$ cat config.mk
export PLATFORM = sky130hd
export DESIGN_NAME = rle16_pixel_decoder
export DESIGN_NICKNAME = d
export VERILOG_FILES = /design/src/rld_pkg.sv /design/src/rld_in_reg.sv /design/src/rld_decode.sv /design/src/rld_out_reg.sv /design/src/rle16_pixel_decoder.sv
export VERILOG_INCLUDE_DIRS = /design/src /design/src/src
export SDC_FILE = /design/constraint.sdc
export NUM_CORES = 1
export LEC_CHECK = 0
export BUFFER_PORTS_ARGS = -buffer_cell sky130_fd_sc_hd__buf_2
export CORE_MARGIN = 2
export CORE_UTILIZATION = 45
export CTS_BUF_LIST = sky130_fd_sc_hd__clkbuf_8
export DETAILED_ROUTE_END_ITERATION = 6
export PLACE_DENSITY = 0.68
export SETUP_SLACK_MARGIN = 0.3
export SLEW_MARGIN = 20
export SYNTH_ARGS = -nofsm -noshare
export SYNTH_HDL_FRONTEND = slang
export SYNTH_SLANG_ARGS = --single-unit
$ cat constraint.sdc
create_clock -name i_clk -period 2.88 [get_ports i_clk]
set_clock_uncertainty 0.05 [all_clocks]
set_input_delay 0.288 -clock i_clk [delete_from_list [all_inputs] [get_ports i_clk]]
set_output_delay 0.288 -clock i_clk [all_outputs]
set_load 0.02 [all_outputs]
$ cat src/rle16_pixel_decoder_defines.svh
// ----------------------------------------------------------------------------
// rle16_pixel_decoder_defines
// assertion macros shared by the rle16 pixel decoder modules
// ----------------------------------------------------------------------------
// each macro expects i_clk and i_rst_n in the module that uses it
`ifndef RLE16_PIXEL_DECODER_DEFINES_SVH
`define RLE16_PIXEL_DECODER_DEFINES_SVH

`ifndef SYNTH

// condition must hold whenever out of reset
`define RLD_ASSERT_ALWAYS(lbl, cond, msg) \
    lbl: assert property (@(posedge i_clk) disable iff (!i_rst_n) (cond)) else $error(msg);

// consequent must hold in the same cycle as the antecedent
`define RLD_ASSERT_IMPL(lbl, ante, cons, msg) \
    lbl: assert property (@(posedge i_clk) disable iff (!i_rst_n) (ante) |-> (cons)) \
        else $error(msg);

// consequent must hold in the cycle after the antecedent
`define RLD_ASSERT_NEXT(lbl, ante, cons, msg) \
    lbl: assert property (@(posedge i_clk) disable iff (!i_rst_n) (ante) |=> (cons)) \
        else $error(msg);

`else

`define RLD_ASSERT_ALWAYS(lbl, cond, msg)
`define RLD_ASSERT_IMPL(lbl, ante, cons, msg)
`define RLD_ASSERT_NEXT(lbl, ante, cons, msg)

`endif

`endif

$ cat src/rld_pkg.sv
// ----------------------------------------------------------------------------
// rld_pkg
// beat types and decoder constants for the rle16 pixel decoder
// ----------------------------------------------------------------------------
package rld_pkg;

    // opcode byte fields
    localparam logic [7:0] RUN_FLAG = 8'h80;

    // decoder phase codes
    localparam logic [1:0] PH_OPCODE = 2'd0;
    localparam logic [1:0] PH_HIGH   = 2'd1;
    localparam logic [1:0] PH_LOW    = 2'd2;

    // one compressed byte
    typedef struct packed {
        logic [7:0] data_byte;
        logic       image_start;
    } t_in_beat;

    // one decoded pixel with its repeat count
    typedef struct packed {
        logic [15:0] pixel_value;
        logic [6:0]  repeat_count;
        logic        from_run;
    } t_out_beat;

endpackage

$ cat src/rld_in_reg.sv
// ----------------------------------------------------------------------------
// rld_in_reg
// input register stage holding one compressed byte for the decoder
// ----------------------------------------------------------------------------
module rld_in_reg
    import rld_pkg::*;
(
    input  logic     i_clk,
    input  logic     i_rst_n,
    input  logic     i_valid,
    input  t_in_beat i_beat,
    output logic     o_ready,
    output logic     o_valid,
    output t_in_beat o_beat,
    input  logic     i_take
);

    logic     r_valid;
    t_in_beat r_beat;

    // free when empty or when the held beat leaves this cycle
    assign o_ready = !r_valid || i_take;

    // occupancy flag
    always_ff @(posedge i_clk) begin
        if (!i_rst_n) begin
            r_valid <= 1'b0;
        end else if (o_ready) begin
            r_valid <= i_valid;
        end
    end

    // payload, no reset
    always_ff @(posedge i_clk) begin
        if (o_ready && i_valid) begin
            r_beat <= i_beat;
        end
    end

    assign o_valid = r_valid;
    assign o_beat  = r_beat;

endmodule

$ cat src/rld_decode.sv
// ----------------------------------------------------------------------------
// rld_decode
// opcode and pixel byte decoding with the run/literal state machine
// ----------------------------------------------------------------------------
`include "rle16_pixel_decoder_defines.svh"

module rld_decode
    import rld_pkg::*;
(
    input  logic      i_clk,
    input  logic      i_rst_n,
    input  logic      i_valid,
    input  t_in_beat  i_beat,
    output logic      o_take,
    output logic      o_res_valid,
    output t_out_beat o_res,
    input  logic      i_res_ready
);

    logic [1:0] r_phase;
    logic [6:0] r_pixels_left;
    logic       r_in_run;
    logic [7:0] r_high_byte;

    logic [1:0] n_phase;
    logic [6:0] n_pixels_left;
    logic       n_in_run;
    logic [7:0] n_high_byte;

    logic [1:0] cur_phase;
    logic [6:0] cur_pixels_left;
    logic       cur_in_run;
    logic [7:0] cur_high_byte;
    logic [6:0] lit_left;
    logic       emit;

    // image start clears the state before the byte is decoded
    always_comb begin
        cur_phase       = i_beat.image_start ? PH_OPCODE : r_phase;
        cur_pixels_left = i_beat.image_start ? 7'd0 : r_pixels_left;
        cur_in_run      = i_beat.image_start ? 1'b0 : r_in_run;
        cur_high_byte   = i_beat.image_start ? 8'd0 : r_high_byte;
    end

    assign lit_left = cur_pixels_left - 7'd1;

    // next state and result for the byte at hand
    always_comb begin
        n_phase            = cur_phase;
        n_pixels_left      = cur_pixels_left;
        n_in_run           = cur_in_run;
        n_high_byte        = cur_high_byte;
        emit               = 1'b0;
        o_res.pixel_value  = {cur_high_byte, i_beat.data_byte};
        o_res.repeat_count = 7'd1;
        o_res.from_run     = 1'b0;
        unique case (cur_phase)
            PH_HIGH: begin
                n_high_byte = i_beat.data_byte;
                n_phase     = PH_LOW;
            end
            PH_LOW: begin
                if (cur_in_run) begin
                    n_pixels_left      = 7'd0;
                    n_phase            = PH_OPCODE;
                    emit               = (cur_pixels_left != 7'd0);
                    o_res.repeat_count = cur_pixels_left;
                    o_res.from_run     = 1'b1;
                end else begin
                    n_pixels_left = lit_left;
                    n_phase       = (lit_left != 7'd0) ? PH_HIGH : PH_OPCODE;
                    emit          = 1'b1;
                end
            end
            default: begin
                // opcode byte, also taken in the unused phase
                n_pixels_left = i_beat.data_byte[6:0];
                n_in_run      = ((i_beat.data_byte & RUN_FLAG) != 8'd0);
                n_phase       = (n_in_run || (n_pixels_left != 7'd0)) ? PH_HIGH : PH_OPCODE;
            end
        endcase
    end

    // a beat leaves once its result, if any, has somewhere to go
    assign o_take      = i_valid && (!emit || i_res_ready);
    assign o_res_valid = i_valid && emit;

    // decoder state
    always_ff @(posedge i_clk) begin
        if (!i_rst_n) begin
            r_phase       <= PH_OPCODE;
            r_pixels_left <= 7'd0;
            r_in_run      <= 1'b0;
            r_high_byte   <= 8'd0;
        end else if (o_take) begin
            r_phase       <= n_phase;
            r_pixels_left <= n_pixels_left;
            r_in_run      <= n_in_run;
            r_high_byte   <= n_high_byte;
        end
    end

    // checks
    `RLD_ASSERT_IMPL(a_emit_on_low, o_res_valid, cur_phase == PH_LOW, "pixel outside low phase")
    `RLD_ASSERT_IMPL(a_run_nonzero, o_res_valid && o_res.from_run, o_res.repeat_count != 7'd0,
        "run pixel with zero count")
    `RLD_ASSERT_IMPL(a_lit_single, o_res_valid && !o_res.from_run, o_res.repeat_count == 7'd1,
        "literal pixel repeat not one")

endmodule

$ cat src/rld_out_reg.sv
// ----------------------------------------------------------------------------
// rld_out_reg
// result register holding one decoded pixel until the receiver takes it
// ----------------------------------------------------------------------------
`include "rle16_pixel_decoder_defines.svh"

module rld_out_reg
    import rld_pkg::*;
(
    input  logic      i_clk,
    input  logic      i_rst_n,
    input  logic      i_valid,
    input  t_out_beat i_beat,
    output logic      o_ready,
    output logic      o_valid,
    output t_out_beat o_beat,
    input  logic      i_ready
);

    logic      r_valid;
    t_out_beat r_beat;
    logic      load;

    // free when empty or when the receiver drains it this cycle
    assign o_ready = !r_valid || i_ready;
    assign load    = i_valid && o_ready;

    // occupancy flag
    always_ff @(posedge i_clk) begin
        if (!i_rst_n) begin
            r_valid <= 1'b0;
        end else if (o_ready) begin
            r_valid <= i_valid;
        end
    end

    // payload, no reset
    always_ff @(posedge i_clk) begin
        if (load) begin
            r_beat <= i_beat;
        end
    end

    assign o_valid = r_valid;
    assign o_beat  = r_beat;

    // checks
    `RLD_ASSERT_IMPL(a_no_overwrite, r_valid && !i_ready, !load, "held pixel overwritten")

endmodule

$ cat src/rle16_pixel_decoder.sv
// ----------------------------------------------------------------------------
// rle16_pixel_decoder
// run-length decoder for a byte stream of 16-bit pixels
// ----------------------------------------------------------------------------
// Input channel: one compressed byte per beat (data_byte, image_start), with
// valid/ready. image_start on a beat clears the decoder and the byte is then
// read as an opcode. Output channel: one pixel per beat (pixel_value,
// repeat_count, from_run); a run gives one beat carrying its count, a literal
// gives one beat per pixel with count 1. Opcodes, high bytes and zero-length
// runs or literals give no output beat.
// Throughput: one byte per cycle while the receiver does not stall, set by the
// single decode pass between the input register and the result register.
// A byte accepted into the input register is decoded combinationally and its
// pixel is loaded into the result register, from which it is shown.
// Reset (synchronous, active low) empties both registers and returns the
// decoder to expecting an opcode.
// When the receiver stalls the pixel holds in the result register, one more
// byte waits in the input register, and input ready drops only if that byte
// would produce a pixel.
// ----------------------------------------------------------------------------
module rle16_pixel_decoder
    import rld_pkg::*;
(
    input  logic      i_clk,
    input  logic      i_rst_n,
    input  logic      i_in_valid,
    input  t_in_beat  i_in_data,
    output logic      o_in_ready,
    output logic      o_out_valid,
    output t_out_beat o_out_data,
    input  logic      i_out_ready
);

    logic      stage_valid;
    t_in_beat  stage_beat;
    logic      stage_take;
    logic      res_valid;
    t_out_beat res_beat;
    logic      res_ready;

    // input register
    rld_in_reg u_in_reg (
        .i_clk   (i_clk),
        .i_rst_n (i_rst_n),
        .i_valid (i_in_valid),
        .i_beat  (i_in_data),
        .o_ready (o_in_ready),
        .o_valid (stage_valid),
        .o_beat  (stage_beat),
        .i_take  (stage_take)
    );

    // decode pass
    rld_decode u_decode (
        .i_clk       (i_clk),
        .i_rst_n     (i_rst_n),
        .i_valid     (stage_valid),
        .i_beat      (stage_beat),
        .o_take      (stage_take),
        .o_res_valid (res_valid),
        .o_res       (res_beat),
        .i_res_ready (res_ready)
    );

    // result register
    rld_out_reg u_out_reg (
        .i_clk   (i_clk),
        .i_rst_n (i_rst_n),
        .i_valid (res_valid),
        .i_beat  (res_beat),
        .o_ready (res_ready),
        .o_valid (o_out_valid),
        .o_beat  (o_out_data),
        .i_ready (i_out_ready)
    );

endmodule
==> results by stage, run 1 <==
Status:
- The run finished with clean final reports.

Global routing:
- The maximum number of pins on one net before global-route repair is 17.
- The number of global-route vias before repair is 1,786.
- The first global-routing pass estimated about 9300 um of wire.
- The all-layer global routing usage is between 10% and 20%.
- The leftover overflow at the end of global routing is 0.
- The number of antenna violations at the first check in global routing is 0.

Floorplanning:
- Measured along the y axis, the die boundary spans roughly 79 um.
- For this configuration, the core starts out at a cell density of roughly 46%.
- The die covers between 6000 and 7000 um^2.
- The die is between 70 and 80 um wide.
- The number of top-level design ports is 39.
- The placeable core area is ~5400 um^2.
- After floorplanning, the core was divided into 27 placement rows.

Logic synthesis:
- The part of the Yosys area used for sequential elements is between 50% and 60%.
- The share of the synthesized netlist area taken by xor and xnor gates is less than 1%.
- The number of distinct library cells after synthesis is 52.
- Synthesis produced roughly 220 cells.
- The synthesized design devotes to its leading area cell type between 30% and 40% of total area.
- The top flip-flop cell by instance count after synthesis is sky130_fd_sc_hd__edfxtp_1.
- Yosys printed 0 warnings.
- The synthesized net count is roughly 230.
- The largest family of logic cells by synthesized area is compound AO/OA/AOI/OAI gates.
- The post-synthesis adder-cell area fraction is roughly 2.5%.
- After synthesis, the mean cell area works out to 11.6 um^2.
- For this run, asynchronously set or reset flops after synthesis account for 0%.
- The fraction of the mapped netlist area in compound gates is between 10% and 20%.
- In the post-synthesis netlist, the biggest area contributors are sky130_fd_sc_hd__edfxtp_1 (40%), sky130_fd_sc_hd__dfxtp_1 (16%), sky130_fd_sc_hd__a211oi_1 (3.9%).
- Multiplexer cells account for 3.20% of the synthesized area.
- In this run, synthesis produced a sequential element count of 53.
- The cell area after synthesis is between 2000 and 2500 um^2.
- The cell taking the most area after synthesis is sky130_fd_sc_hd__edfxtp_1.
- The number of enable-type register cells in the synthesized netlist is 33.
- The area fraction in and, or, nand and nor cells after synthesis is between 10% and 20%.

Timing:
- The number of hold-slack violations in the final timing report is 0.
- The measured slew at the worst slew-check pin is roughly 0.68 ns.
- Setup violations remaining at the end of the flow were counted as 0.
- Setup total negative slack on the finished layout was measured at 0 ns.
- Subtracting the final worst setup slack from the clock period gives approximately 2.4 ns.
- Setup repair after global routing left no endpoint under its margin.
- The final count of pins violating max slew is 0.
- The worst setup slack after layout is about 0.44 ns.
- The headroom to the max-slew limit is between 50% and 60%.
- After layout, the worst path uses ~85% of the clock period.
- Timing would allow up to 410 MHz.

Worst setup path:
- Data arrives at the worst endpoint at between 2 and 2.5 ns.
- Walking the worst path, the cells encountered are nand2b_1 > ha_1 > nand4bb_1 > o211ai_1 > nor2_1 > inv_1 > buf_2.
- The type of destination of the critical path is an output port.
- The startpoint of the worst-slack reg-to-reg timing path is u_in_reg.o_beat[0].
- The capture point of the worst reg-to-reg path is u_out_reg.o_beat[19].
- STA puts the critical path data required time at around 2.5 ns.
- The worst register-to-register path has a setup slack of 0.48 ns.
- Among cell families on the critical path, the largest total delay comes from simple AND/OR/NAND/NOR gates.
- The largest fanout on the critical path is 7.
- The slowest stage of the critical path belongs to the cell sky130_fd_sc_hd__edfxtp_1.
- The critical path's largest stage delay is roughly 0.5 ns.
- The number of cells traversed by the worst register-to-register path is 7.
- The startpoint class of the critical path is a flop.
- The setup path with the least slack is of type flop to output port.
- The buffer and inverter count on the worst path is 2.

Clock tree:
- The tree is rooted in a sky130_fd_sc_hd__clkbuf_8.
- TritonCTS created 5 clock buffers.
- The hold-fix buffer count after cts is 0.
- TritonCTS built the clock tree.
- After clock tree synthesis, the clock-pin slew on the worst setup and hold paths is ~0.090 ns.
- Counting along the longest clock path gives a buffer depth of 2.
- The H-tree was split into 2 levels.
- The clock latency at the later pin of the worst-skew pair is between 0.3 and 0.4 ns.
- For this design, the sink count on the clock tree is 53.

Power and ir drop:
- IR analysis of the VDD net gives a maximum drop of between 0.0002 and 0.0003 V.
- The design draws between 1.5 and 2 mW.
- Power spread over the standard cell area amounts to just over 500 nW/um^2.
- The leakage power is ~1.1 nW.

Routing:
- In this run the remaining antenna-violating nets after routing total 0.
- In the routed design, unresolved DRC markers number 0.
- Summed over all layers, the routed wires come to around 5800 um.
- The number of iterations in the first detailed-routing pass is 4.
- The wire length per cell is approximately 17 um.
- Summing over every cut layer, the via total after detailed routing is 1,889.
- After the first detailed-routing iteration, the DRC count stood at about 160.
- The routed via count divided by cell count is approximately 5.7.

Worst hold path:
- The startpoint identified for the worst hold timing path is i_in_data[3].
- The hold path depth is 1.
- The path type of the worst min-delay path is input port to flop.
- The endpoint of the worst hold path is u_in_reg.o_beat[3].

Finish:
- Fill cells in the final layout number between 400 and 500.
- Summing all non-filler instances in the final layout gives an area of between 2000 and 3000 um^2.
- The library cell used most frequently in the layout, excluding fill and tap cells, is sky130_fd_sc_hd__buf_2.
- The number of antenna diodes is 0.
- The top cell types in the final layout, fill and taps aside, are sky130_fd_sc_hd__buf_2 (38), sky130_fd_sc_hd__edfxtp_1 (33), sky130_fd_sc_hd__dfxtp_1 (20).
- The area growth from synthesis to layout is 17.0%.
- For this run, the share of the core covered by cells in the final layout is a little over half.
- Cells with a size suffix above 1 make up roughly a quarter of the layout.
- For this run, the post-layout net count is 274.

Place:
- The post-detailed-placement half-perimeter wirelength is between 4000 and 5000 um.
- Prior to clock tree synthesis, the placed netlist has a worst setup slack of around 0.53 ns.
- After detailed placement, the total cell area comes to between 2000 and 3000 um^2.
- The number of port buffers is 38.
- The congestion estimate from routability-driven global placement came to slightly above 0.9.

Flow run:
- Max-cap violations in this run came to 0.
## layer usage
layer | global-route usage (%) | share of wire [%] | up-vias
met5 | 0 | 0 | -
met4 | 7.37 | 1.7 | 0
met3 | 3.79 | 5.4 | 10
met2 | 29.7 | 47 | 75
met1 | 28.0 | 46 | 897
li1 | - | - | 907
## sequential cells by signal, summed over array words and instances, names as in the netlist
| register | count |
|---|---|
| u_in_reg.o_valid | 1 |
| u_decode.r_high_byte | 8 |
| u_decode.r_pixels_left | 7 |
| u_decode.r_in_run | 1 |
| u_out_reg.o_beat | 24 |
| u_in_reg.o_beat | 9 |
| u_decode.r_phase | 2 |
| u_out_reg.o_valid | 1 |
## cell usage after synthesis, drive strengths merged (4+ instances only)
cell,n
inv,8
o21ai,5
mux2i,8
clkbuf,11
buf,4
nor2b,12
nand2b,10
dfxtp,20
edfxtp,33
ha,5
a21oi,15
a211oi,13
nand2,6
and3,7
o211ai,5
nor2,7
## logic make-up after synthesis
family	after synthesis
AOI/OAI and AO/OA	62
xor gates and xnor gates	2
adders and majority gates	5
buffers and inverters	24
DFF	53
muxes	8
and+or+nand+nor	61
## timing repair
action / in CTS / in global routing
gates resized for setup: 0 / 0
endpoints found under the setup margin: 1 / 1
pin swaps: 1 / 0
buffers inserted: 1 / 1
## final cells by class
cell class,instances,area [um^2],share of cell area [%]
Sequential cell,53,1390,47.6
Multi-Input combinational cell,138,1010,34.6
Timing Repair Buffer,49,285,9.76
Tap cell,72,90.1,3.08
Clock buffer,5,68.8,2.35
Clock inverter,3,42.5,1.45
Inverter,9,33.8,1.16
## where the power goes
part           internal, mW  leakage, nW  switching [mW]
Clock                 0.258       0.0595           0.245
Combinational        0.0666        0.547          0.0845
Sequential            0.831        0.465          0.0335
Total                  1.16         1.07           0.363
## per-stage QoR
step,hold slack [ns],instances
detailed placement,0.418,319
global placement,0.414,319
finish,0.0998,329
global route,0.0818,329
floorplan,0.337,215
CTS,0.0937,328
## worst max-delay path by stage
stage,to,slack [ns],depth (start not counted),start
2_1_floorplan,u_in_reg.o_beat[0],0.21,8,u_in_reg.o_beat[0]
3_3_place_gp,u_in_reg.o_beat[4],0.64,7,u_in_reg.o_beat[0]
3_5_place_dp,u_in_reg.o_beat[4],0.53,7,u_in_reg.o_beat[0]
4_1_cts,o_in_ready,0.44,7,u_in_reg.o_beat[0]
5_1_grt,o_in_ready,0.33,7,u_in_reg.o_beat[0]
6_report,o_in_ready,0.44,7,u_in_reg.o_beat[0]
(Power assumes the default switching activity.)
==> run 2, diff against run 1 <==
==> constraint.sdc (replaced) <==
create_clock -name i_clk -period 2.15 [get_ports i_clk]
set_clock_uncertainty 0.05 [all_clocks]
set_input_delay 0.215 -clock i_clk [delete_from_list [all_inputs] [get_ports i_clk]]
set_output_delay 0.215 -clock i_clk [all_outputs]
set_load 0.02 [all_outputs]
==> results by stage, run 2 (synthesis results as in run 1) <==
Global routing:
- The all-layer global routing usage is 20.3%.
- For this run the aggregate overflow at the end of global routing stands at 0.
- Entering global routing, the biggest net connects 18 pins.
- The number of global-route vias before repair is 1,855.
- The number of antenna violations at the first check in global routing came to 0.
- The global-route wire length before repair is 9580 um.

Worst setup path:
- The critical path's largest stage delay is roughly 0.49 ns.
- STA puts the critical path data required time at about 2.1 ns.
- The register-to-register setup slack is around 0.061 ns.
- Among all stages on the critical path, the largest delay is contributed by sky130_fd_sc_hd__edfxtp_1.
- The worst setup path is of the flop to flop kind.
- The number of cells traversed by the worst register-to-register path is 9.
- The cell with the most instances on the worst path is sky130_fd_sc_hd__buf_6.
- STA classifies the critical path startpoint as a flop.
- The number of buffers and inverters on the critical path is 5.
- The worst register-to-register path ends at u_out_reg.o_beat[17].
- Data on the critical path arrives at its endpoint at 2.07 ns.
- The kind of cell with the highest combined delay along the critical path is buffers and inverters.
- Along the worst path, the maximum fanout reaches 6.
- The worst register-to-register path begins at u_in_reg.o_beat[0].
- The signal on the critical path passes through buf_6 > nand2b_4 > inv_2 > ha_4 > o211ai_1 > buf_4 > nor2_4 > buf_6 > clkbuf_16.
- The type of destination of the critical path is a flop.

Routing:
- Dividing the detail-routed wire length by the instance count gives between 15 and 20 um.
- The overall routed net length is around 6700 um.
- After the first detailed-routing iteration, the DRC count stood at ~190.
- The number of iterations in the first detailed-routing pass is 4.
- After detailed routing, the number of remaining DRC violations is 0.
- The detailed router placed about 2,100 vias in this run.
- The remaining antenna violation count after routing is 0.
- The routed via count divided by cell count is ~5.8.

Timing:
- The number of hold-slack violations in the final timing report was 0.
- The top achievable clock speed is ~480 MHz.
- Setup repair after global routing could not meet its margin everywhere.
- The post-layout minimum cycle time is approximately 2.1 ns.
- The count of final setup violators is 0.
- In the finished design, the share of the clock period the worst path needs comes to between 90 and 100%.
- At the pin with the least slew margin, the transition time is 0.540 ns.
- The worst setup slack after layout is approximately 0.061 ns.
- The accumulated negative setup slack is 0 ns.
- The headroom to the max-slew limit is around 64%.
- The final count of pins violating max slew came to 0.
- The worst hold slack after final layout is between 0.02 and 0.025 ns.

Clock tree:
- Counting the buffers created by CTS gives 5.
- TritonCTS built the clock tree.
- The number of clock sinks is 53.
- The clock tree buffer depth is 2.
- The clock latency at the later pin of the worst-skew pair is 0.31 ns.
- The hold-fix buffer count after cts is 0.
- The H-tree generated during clock tree synthesis spans 2 levels.
- The tree is rooted in a sky130_fd_sc_hd__clkbuf_8.
- Clock-pin slew was measured on the worst setup and hold paths at ~0.10 ns.

Status:
- The run finished with clean final reports.

Worst hold path:
- The worst hold path terminates at u_in_reg.o_beat[2].
- In this run the most critical hold path is launched from i_in_data[2].
- The hold path depth is 1.
- The path type of the worst min-delay path is input port to flop.

Power and ir drop:
- Combinational logic burns between 10 and 15% of the power.
- The leakage power is between 1 and 1.5 nW.
- The share of total power dissipated in the clock network is 31.8%.
- For this design the total switching power over the nets is around 530 uW.
- In this run switching power makes up 24.6% of total power.
- Per report_power, the sequential group accounts for 54.2% of the total.
- The worst voltage drop across the vdd grid is roughly 0.00036 V.
- The completed layout was analyzed and its total power is ~2.1 mW.
- For this design the ratio of total power to cell area is 605 nW/um^2.
- Cell internal power was estimated by the tool at 1.61 mW.

Place:
- The routability congestion estimate from global placement is 0.917.
- After detailed placement, the design holds a cell count of approximately 330.
- The post-placement setup slack is slightly below 0.09 ns.
- The count of buffers added on input and output ports is 38.
- Detailed placement ended at an HPWL of 4090 um.
- After detailed placement, the total cell area comes to roughly 3000 um^2.

Finish:
- Cells with a size suffix above 1 make up approximately 46% of the layout.
- The signed area change from the synthesized netlist to the final layout is 41.5%.
- Cells fill 65.0% of the core in the end.
- The count of cells in the finished layout, fillers not included, comes to approximately 360.
- The library cell used most frequently in the layout, excluding fill and tap cells, is sky130_fd_sc_hd__buf_2.
- The number of antenna diodes is 0.
- Summing all non-filler instances in the final layout gives an area of ~3500 um^2.
- The sequential cell area in the final layout is around 1400 um^2.
- At the end of the flow, the number of nets in the layout was slightly above 300.
- The library cells used most frequently in the layout, excluding fill and tap cells, are sky130_fd_sc_hd__buf_2 (37), sky130_fd_sc_hd__edfxtp_1 (33), sky130_fd_sc_hd__buf_4 (25).
- The number of flip-flops in the largest register is 24.
- The area of the multi-input gates is between 1000 and 1500 um^2.
- The layout filler cell count is about 400.

Flow run:
- The max-capacitance violation count is 0.

Floorplanning:
- The floorplan has 27 rows.
- The placeable core area is between 5000 and 6000 um^2.
- The vertical extent of the die is a little under 80 um.
- The number of top-level design ports is 39.
- The die footprint is a little over 6000 um^2.
- The width of the die is a little under 80 um.
- The initial utilization of the core area, before any placement, comes to a little under half.
run 2: worst max path at each step:
stage                             from                        end  slack, ns  cells past startpoint
finish              u_in_reg.o_beat[0]       u_out_reg.o_beat[17]       0.06                      9
global route        u_in_reg.o_beat[0]  u_decode.r_pixels_left[3]       0.02                      8
CTS                 u_in_reg.o_beat[0]                 o_in_ready       0.12                      8
detailed placement  u_in_reg.o_beat[0]    u_decode.r_high_byte[5]       0.09                      6
global placement    u_in_reg.o_beat[0]  u_decode.r_pixels_left[3]       0.07                      7
floorplan           u_in_reg.o_beat[0]        u_out_reg.o_beat[0]      -0.06                      8
run 2: cell type report:
class / instances / area share, %
clock buffers: 5 / 1.95
clock inverters: 3 / 1.24
repair buffers: 77 / 18.3
well taps: 72 / 2.55
inverters: 9 / 1.20
multi-input cells: 138 / 35.4
flip-flops and latches: 53 / 39.4
run 2: per-layer routing:
layer / share of wire, % / track usage, % / vias to the layer above / routed length [um]
li1: - / - / 957 / -
met5: 0 / 0 / - / 0
met3: 5.9 / 3.45 / 14 / 397
met4: 2.0 / 7.19 / 0 / 134
met1: 41 / 28.6 / 1024 / 2760
met2: 51 / 31.8 / 76 / 3390
run 2: what timing repair did:
action,in CTS,in global routing
resized for setup,21,24
setup endpoints to repair,53,53
gates cloned,1,2
buffers inserted,16,5
pin swaps,10,12
run 2: power groups by stage:
| stage | clock network, mW | registers (mW) | logic, mW |
|---|---|---|---|
| 6_report | 0.679 | 1.16 | 0.301 |
| 2_1_floorplan | 0 | 1.16 | 0.173 |
| 5_1_grt | 0.730 | 1.16 | 0.320 |
| 3_3_place_gp | 0 | 1.17 | 0.221 |
| 4_1_cts | 0.689 | 1.15 | 0.262 |
| 3_5_place_dp | 0 | 1.18 | 0.223 |
==> run 3, diff against run 2 <==
--- a/config.mk
+++ b/config.mk
@@ -6,12 +6,15 @@
 export SDC_FILE = /design/constraint.sdc
 export NUM_CORES = 1
 export LEC_CHECK = 0
+export ABC_AREA = 1
 export BUFFER_PORTS_ARGS = -buffer_cell sky130_fd_sc_hd__buf_2
 export CORE_MARGIN = 2
 export CORE_UTILIZATION = 45
 export CTS_BUF_LIST = sky130_fd_sc_hd__clkbuf_8
+export CTS_CLUSTER_DIAMETER = 150
 export DETAILED_ROUTE_END_ITERATION = 6
-export PLACE_DENSITY = 0.68
+export HOLD_SLACK_MARGIN = 0.03
+export PLACE_DENSITY = 0.69
 export SETUP_SLACK_MARGIN = 0.3
 export SLEW_MARGIN = 20
 export SYNTH_ARGS = -nofsm -noshare
==> results by stage, run 3 <==
Power and ir drop:
- The leakage power is between 1 and 1.5 nW.
- The worst voltage drop across the vdd grid is between 0.0003 and 0.0004 V.
- The completed layout was analyzed and its total power is approximately 2 mW.
- The power density over the cells is ~630 nW/um^2.

Clock tree:
- The clock latency at the later pin of the worst-skew pair is about 0.30 ns.
- For this design, the sink count on the clock tree is between 50 and 60.
- The clock tree buffer depth is 2.
- The clock slew seen by the registers of the worst setup and hold paths is about 0.1 ns.
- The clock tree synthesis step divided the H-tree into 2 levels.
- The number of CTS-inserted buffers is 5.
- The root buffer cell is sky130_fd_sc_hd__clkbuf_8.
- The TritonCTS clock tree is yes.

Logic synthesis:
- In the post-synthesis netlist, the cell with the most instances is sky130_fd_sc_hd__nand2_1.
- The number of distinct library cells after synthesis is 24.
- The part of the Yosys area used for sequential elements is around three fifths.
- The synthesized netlist occupies a cell area of 2370 um^2.
- The synthesized area per cell is roughly 9.2 um^2.
- Counting flops with a built-in enable in the synthesized netlist gives 33.
- The async set-or-reset flop fraction in the synthesized netlist is 0%.
- The cell taking the most area after synthesis is sky130_fd_sc_hd__edfxtp_1.
- The gate count of the mapped netlist is ~260.
- The number of synthesis warnings is 0.
- The synthesized net count is around 280.
- In the synthesized netlist the dominant register cell turns out to be sky130_fd_sc_hd__edfxtp_1.
- By area the synthesized netlist is led by sky130_fd_sc_hd__edfxtp_1 (42%), sky130_fd_sc_hd__dfxtp_1 (17%), sky130_fd_sc_hd__nand2_1 (8.5%).
- In this run, synthesis produced a sequential element count of 53.
- The top cell type's share of synthesized area is between 40% and 50%.
- The commonest cells after synthesis are sky130_fd_sc_hd__nand2_1 (54), sky130_fd_sc_hd__edfxtp_1 (33), sky130_fd_sc_hd__nor2_1 (32), sky130_fd_sc_hd__inv_1 (30), sky130_fd_sc_hd__dfxtp_1 (20).

Timing:
- The final critical path takes up approximately nine tenths of the cycle.
- The accumulated negative setup slack is 0 ns.
- The clock period could shrink to between 1.5 and 2 ns.
- At the pin with the least slew margin, the transition time is 0.510 ns.
- Setup repair after global routing could not meet its margin everywhere.
- Across all setup checks in the final design, the least slack found is roughly 0.25 ns.
- The headroom to the max-slew limit is 65.9%.
- The count of final setup violators is 0.
- The number of hold-slack violations in the final timing report is 0.
- The top achievable clock speed is ~530 MHz.
- The final count of pins violating max slew is 0.

Worst setup path:
- The required time of the critical path is approximately 2.3 ns.
- The largest fanout on the critical path is 8.
- STA classifies the critical path endpoint as a flop.
- The worst setup path is of the flop to flop kind.
- The worst setup path is launched from a flop.
- The arrival time of data at the critical path endpoint is roughly 2.1 ns.

Finish:
- The number of standard cells in the layout, taps in and fillers out is approximately 400.
- The top cell types in the final layout, fill and taps aside, are sky130_fd_sc_hd__nand2_1 (46), sky130_fd_sc_hd__buf_2 (37), sky130_fd_sc_hd__edfxtp_1 (33).
- The layout net count is 343.
- Cells with a size suffix above 1 make up 31.6% of the layout.
- Once layout is complete, the utilization of the core stands at a little over three fifths.
- The number of antenna diodes is 0.
- The signed area change from the synthesized netlist to the final layout is 35.8%.
- The register with the most flip-flops in the layout has 24 of them.
- The library cell used most frequently in the layout, excluding fill and tap cells, is sky130_fd_sc_hd__nand2_1.

Floorplanning:
- The initial standard-cell utilization of the core is a little under half.
- The vertical extent of the die is around 77 um.
- In this run the core area contains 26 standard-cell rows.
- The placeable core area is slightly above 5000 um^2.
- The floorplan step defined a die boundary enclosing slightly below 6000 um^2.
- The width of the die is roughly 77 um.
- The number of top-level design ports is 39.

Place:
- Prior to clock tree synthesis, the placed netlist has a worst setup slack of between 0.2 and 0.3 ns.
- Routability-driven placement finished with a final weighted congestion of ~0.93.
- The post-detailed-placement half-perimeter wirelength is between 3000 and 4000 um.
- The number of port buffers is 38.
- After detailed placement, the design holds a cell count of between 300 and 400.

Routing:
- After detailed routing, the average wire length per cell comes to ~15 um.
- Using the TritonRoute via totals, the vias-per-cell ratio works out to ~5.
- The number of DRC violations after detailed routing is 0.
- The remaining antenna violation count after routing is 0.
- The detailed router placed ~2,000 vias in this run.
- The first detailed-routing pass took 5 iterations.
- After the first detailed-routing iteration, the DRC count stood at between 100 and 150.
- The overall routed net length is 6020 um.

Global routing:
- The total overflow left after global routing is 0.
- The all-layer global routing usage is between 10% and 20%.
- The global-route wire length before repair is between 8000 and 9000 um.
- The number of global-route vias before repair is around 1,800.
- Entering global routing, the biggest net connects 26 pins.
- The number of antenna violations at the first check in global routing is 0.

Flow run:
- The max-capacitance violation count is 0.

Worst hold path:
- In this run the worst hold path is classified as input port to flop.

Status:
- The flow ran to the end, and the final reports show no timing, DRC or antenna violations.
[run 3: changes by cell type after synthesis, moves of 11 or more]
cell,before,now
sky130_fd_sc_hd__a211oi_1,13,0
sky130_fd_sc_hd__clkbuf_1,11,0
sky130_fd_sc_hd__inv_1,8,30
sky130_fd_sc_hd__nand2_1,6,54
sky130_fd_sc_hd__nor2_1,6,32
sky130_fd_sc_hd__nor2b_1,12,0
sky130_fd_sc_hd__o21ai_1,0,17
[run 3: kinds of logic (layout without fill, tap and decap cells)]
group,after synthesis,count (layout),synth area share [%]
simple gates,102,102,17.9
compound gates,58,58,13.6
flops,53,53,58.6
buf+inv,41,108,7.32
fa+ha+maj,5,5,2.63
[run 3: routing by layer]
layer / vias up / wire length (um) / track usage (%)
met4: 0 / 106 / 7.82
met5: - / 0 / 0
met3: 12 / 381 / 3.20
li1: 991 / - / -
met1: 956 / 2540 / 25.3
met2: 79 / 3000 / 31.4
[run 3: timing repair]
action / in CTS / in global routing
setup buffers: 5 / 5
gates resized for setup: 9 / 37
endpoints found under the setup margin: 39 / 52
cloned: 0 / 5
hold endpoints to repair: 6 / 2
pin swaps: 1 / 13
hold buffers: 6 / 2
[run 3: layout make-up]
class | count | area [um^2]
fill | 428 | 1880
timing repair buffer | 67 | 523
tap | 70 | 87.6
multi-input combinational | 165 | 978
sequential | 53 | 1390
timing repair inverter | 1 | 7.51
clock inverter | 3 | 21.3
inverter | 32 | 148
clock buffer | 5 | 68.8
[run 3: path summary, 6_finish.rpt]
| kind | from | to | slack (ns) | cells after the start |
|---|---|---|---|---|
| worst max-delay path | u_in_reg.o_beat[0] | u_decode.r_pixels_left[6] | 0.25 | 13 |
| worst min-delay path | i_in_data[7] | u_in_reg.o_beat[7] | 0.04 | 1 |
| worst max register to register | u_in_reg.o_beat[0] | u_decode.r_pixels_left[6] | 0.25 | 13 |
| worst min register to register | u_decode.r_high_byte[1] | u_decode.r_high_byte[1] | 0.41 | 2 |
[run 3: report_power, final]
| part | switching [mW] | total [mW] | internal [mW] |
|---|---|---|---|
| clock network | 0.340 | 0.571 | 0.232 |
| logic | 0.182 | 0.309 | 0.127 |
| registers | 0.0385 | 1.16 | 1.12 |
| total | 0.560 | 2.04 | 1.48 |
[run 3: through the flow]
stage	cell area, um^2	hold WS (ns)
finish	3230	0.0416
floorplan	2420	0.264
global route	3230	0.0349
global placement	2700	0.344
CTS	2930	0.0320
detailed placement	2700	0.343
[run 3: worst max-delay path, cell delays in order, from the launching register on]
cell and delay, ns:
sky130_fd_sc_hd__edfxtp_1 0.41, sky130_fd_sc_hd__clkinv_4 0.14, sky130_fd_sc_hd__nand2_4 0.11, sky130_fd_sc_hd__ha_4 0.13, sky130_fd_sc_hd__nand2_2 0.04, sky130_fd_sc_hd__nor2_2 0.10
sky130_fd_sc_hd__nand3_2 0.09, sky130_fd_sc_hd__buf_6 0.15, sky130_fd_sc_hd__nand3_4 0.08, sky130_fd_sc_hd__nand2_8 0.09, sky130_fd_sc_hd__buf_12 0.16, sky130_fd_sc_hd__nor2_4 0.10
sky130_fd_sc_hd__nand2_2 0.06, sky130_fd_sc_hd__a21oi_2 0.12
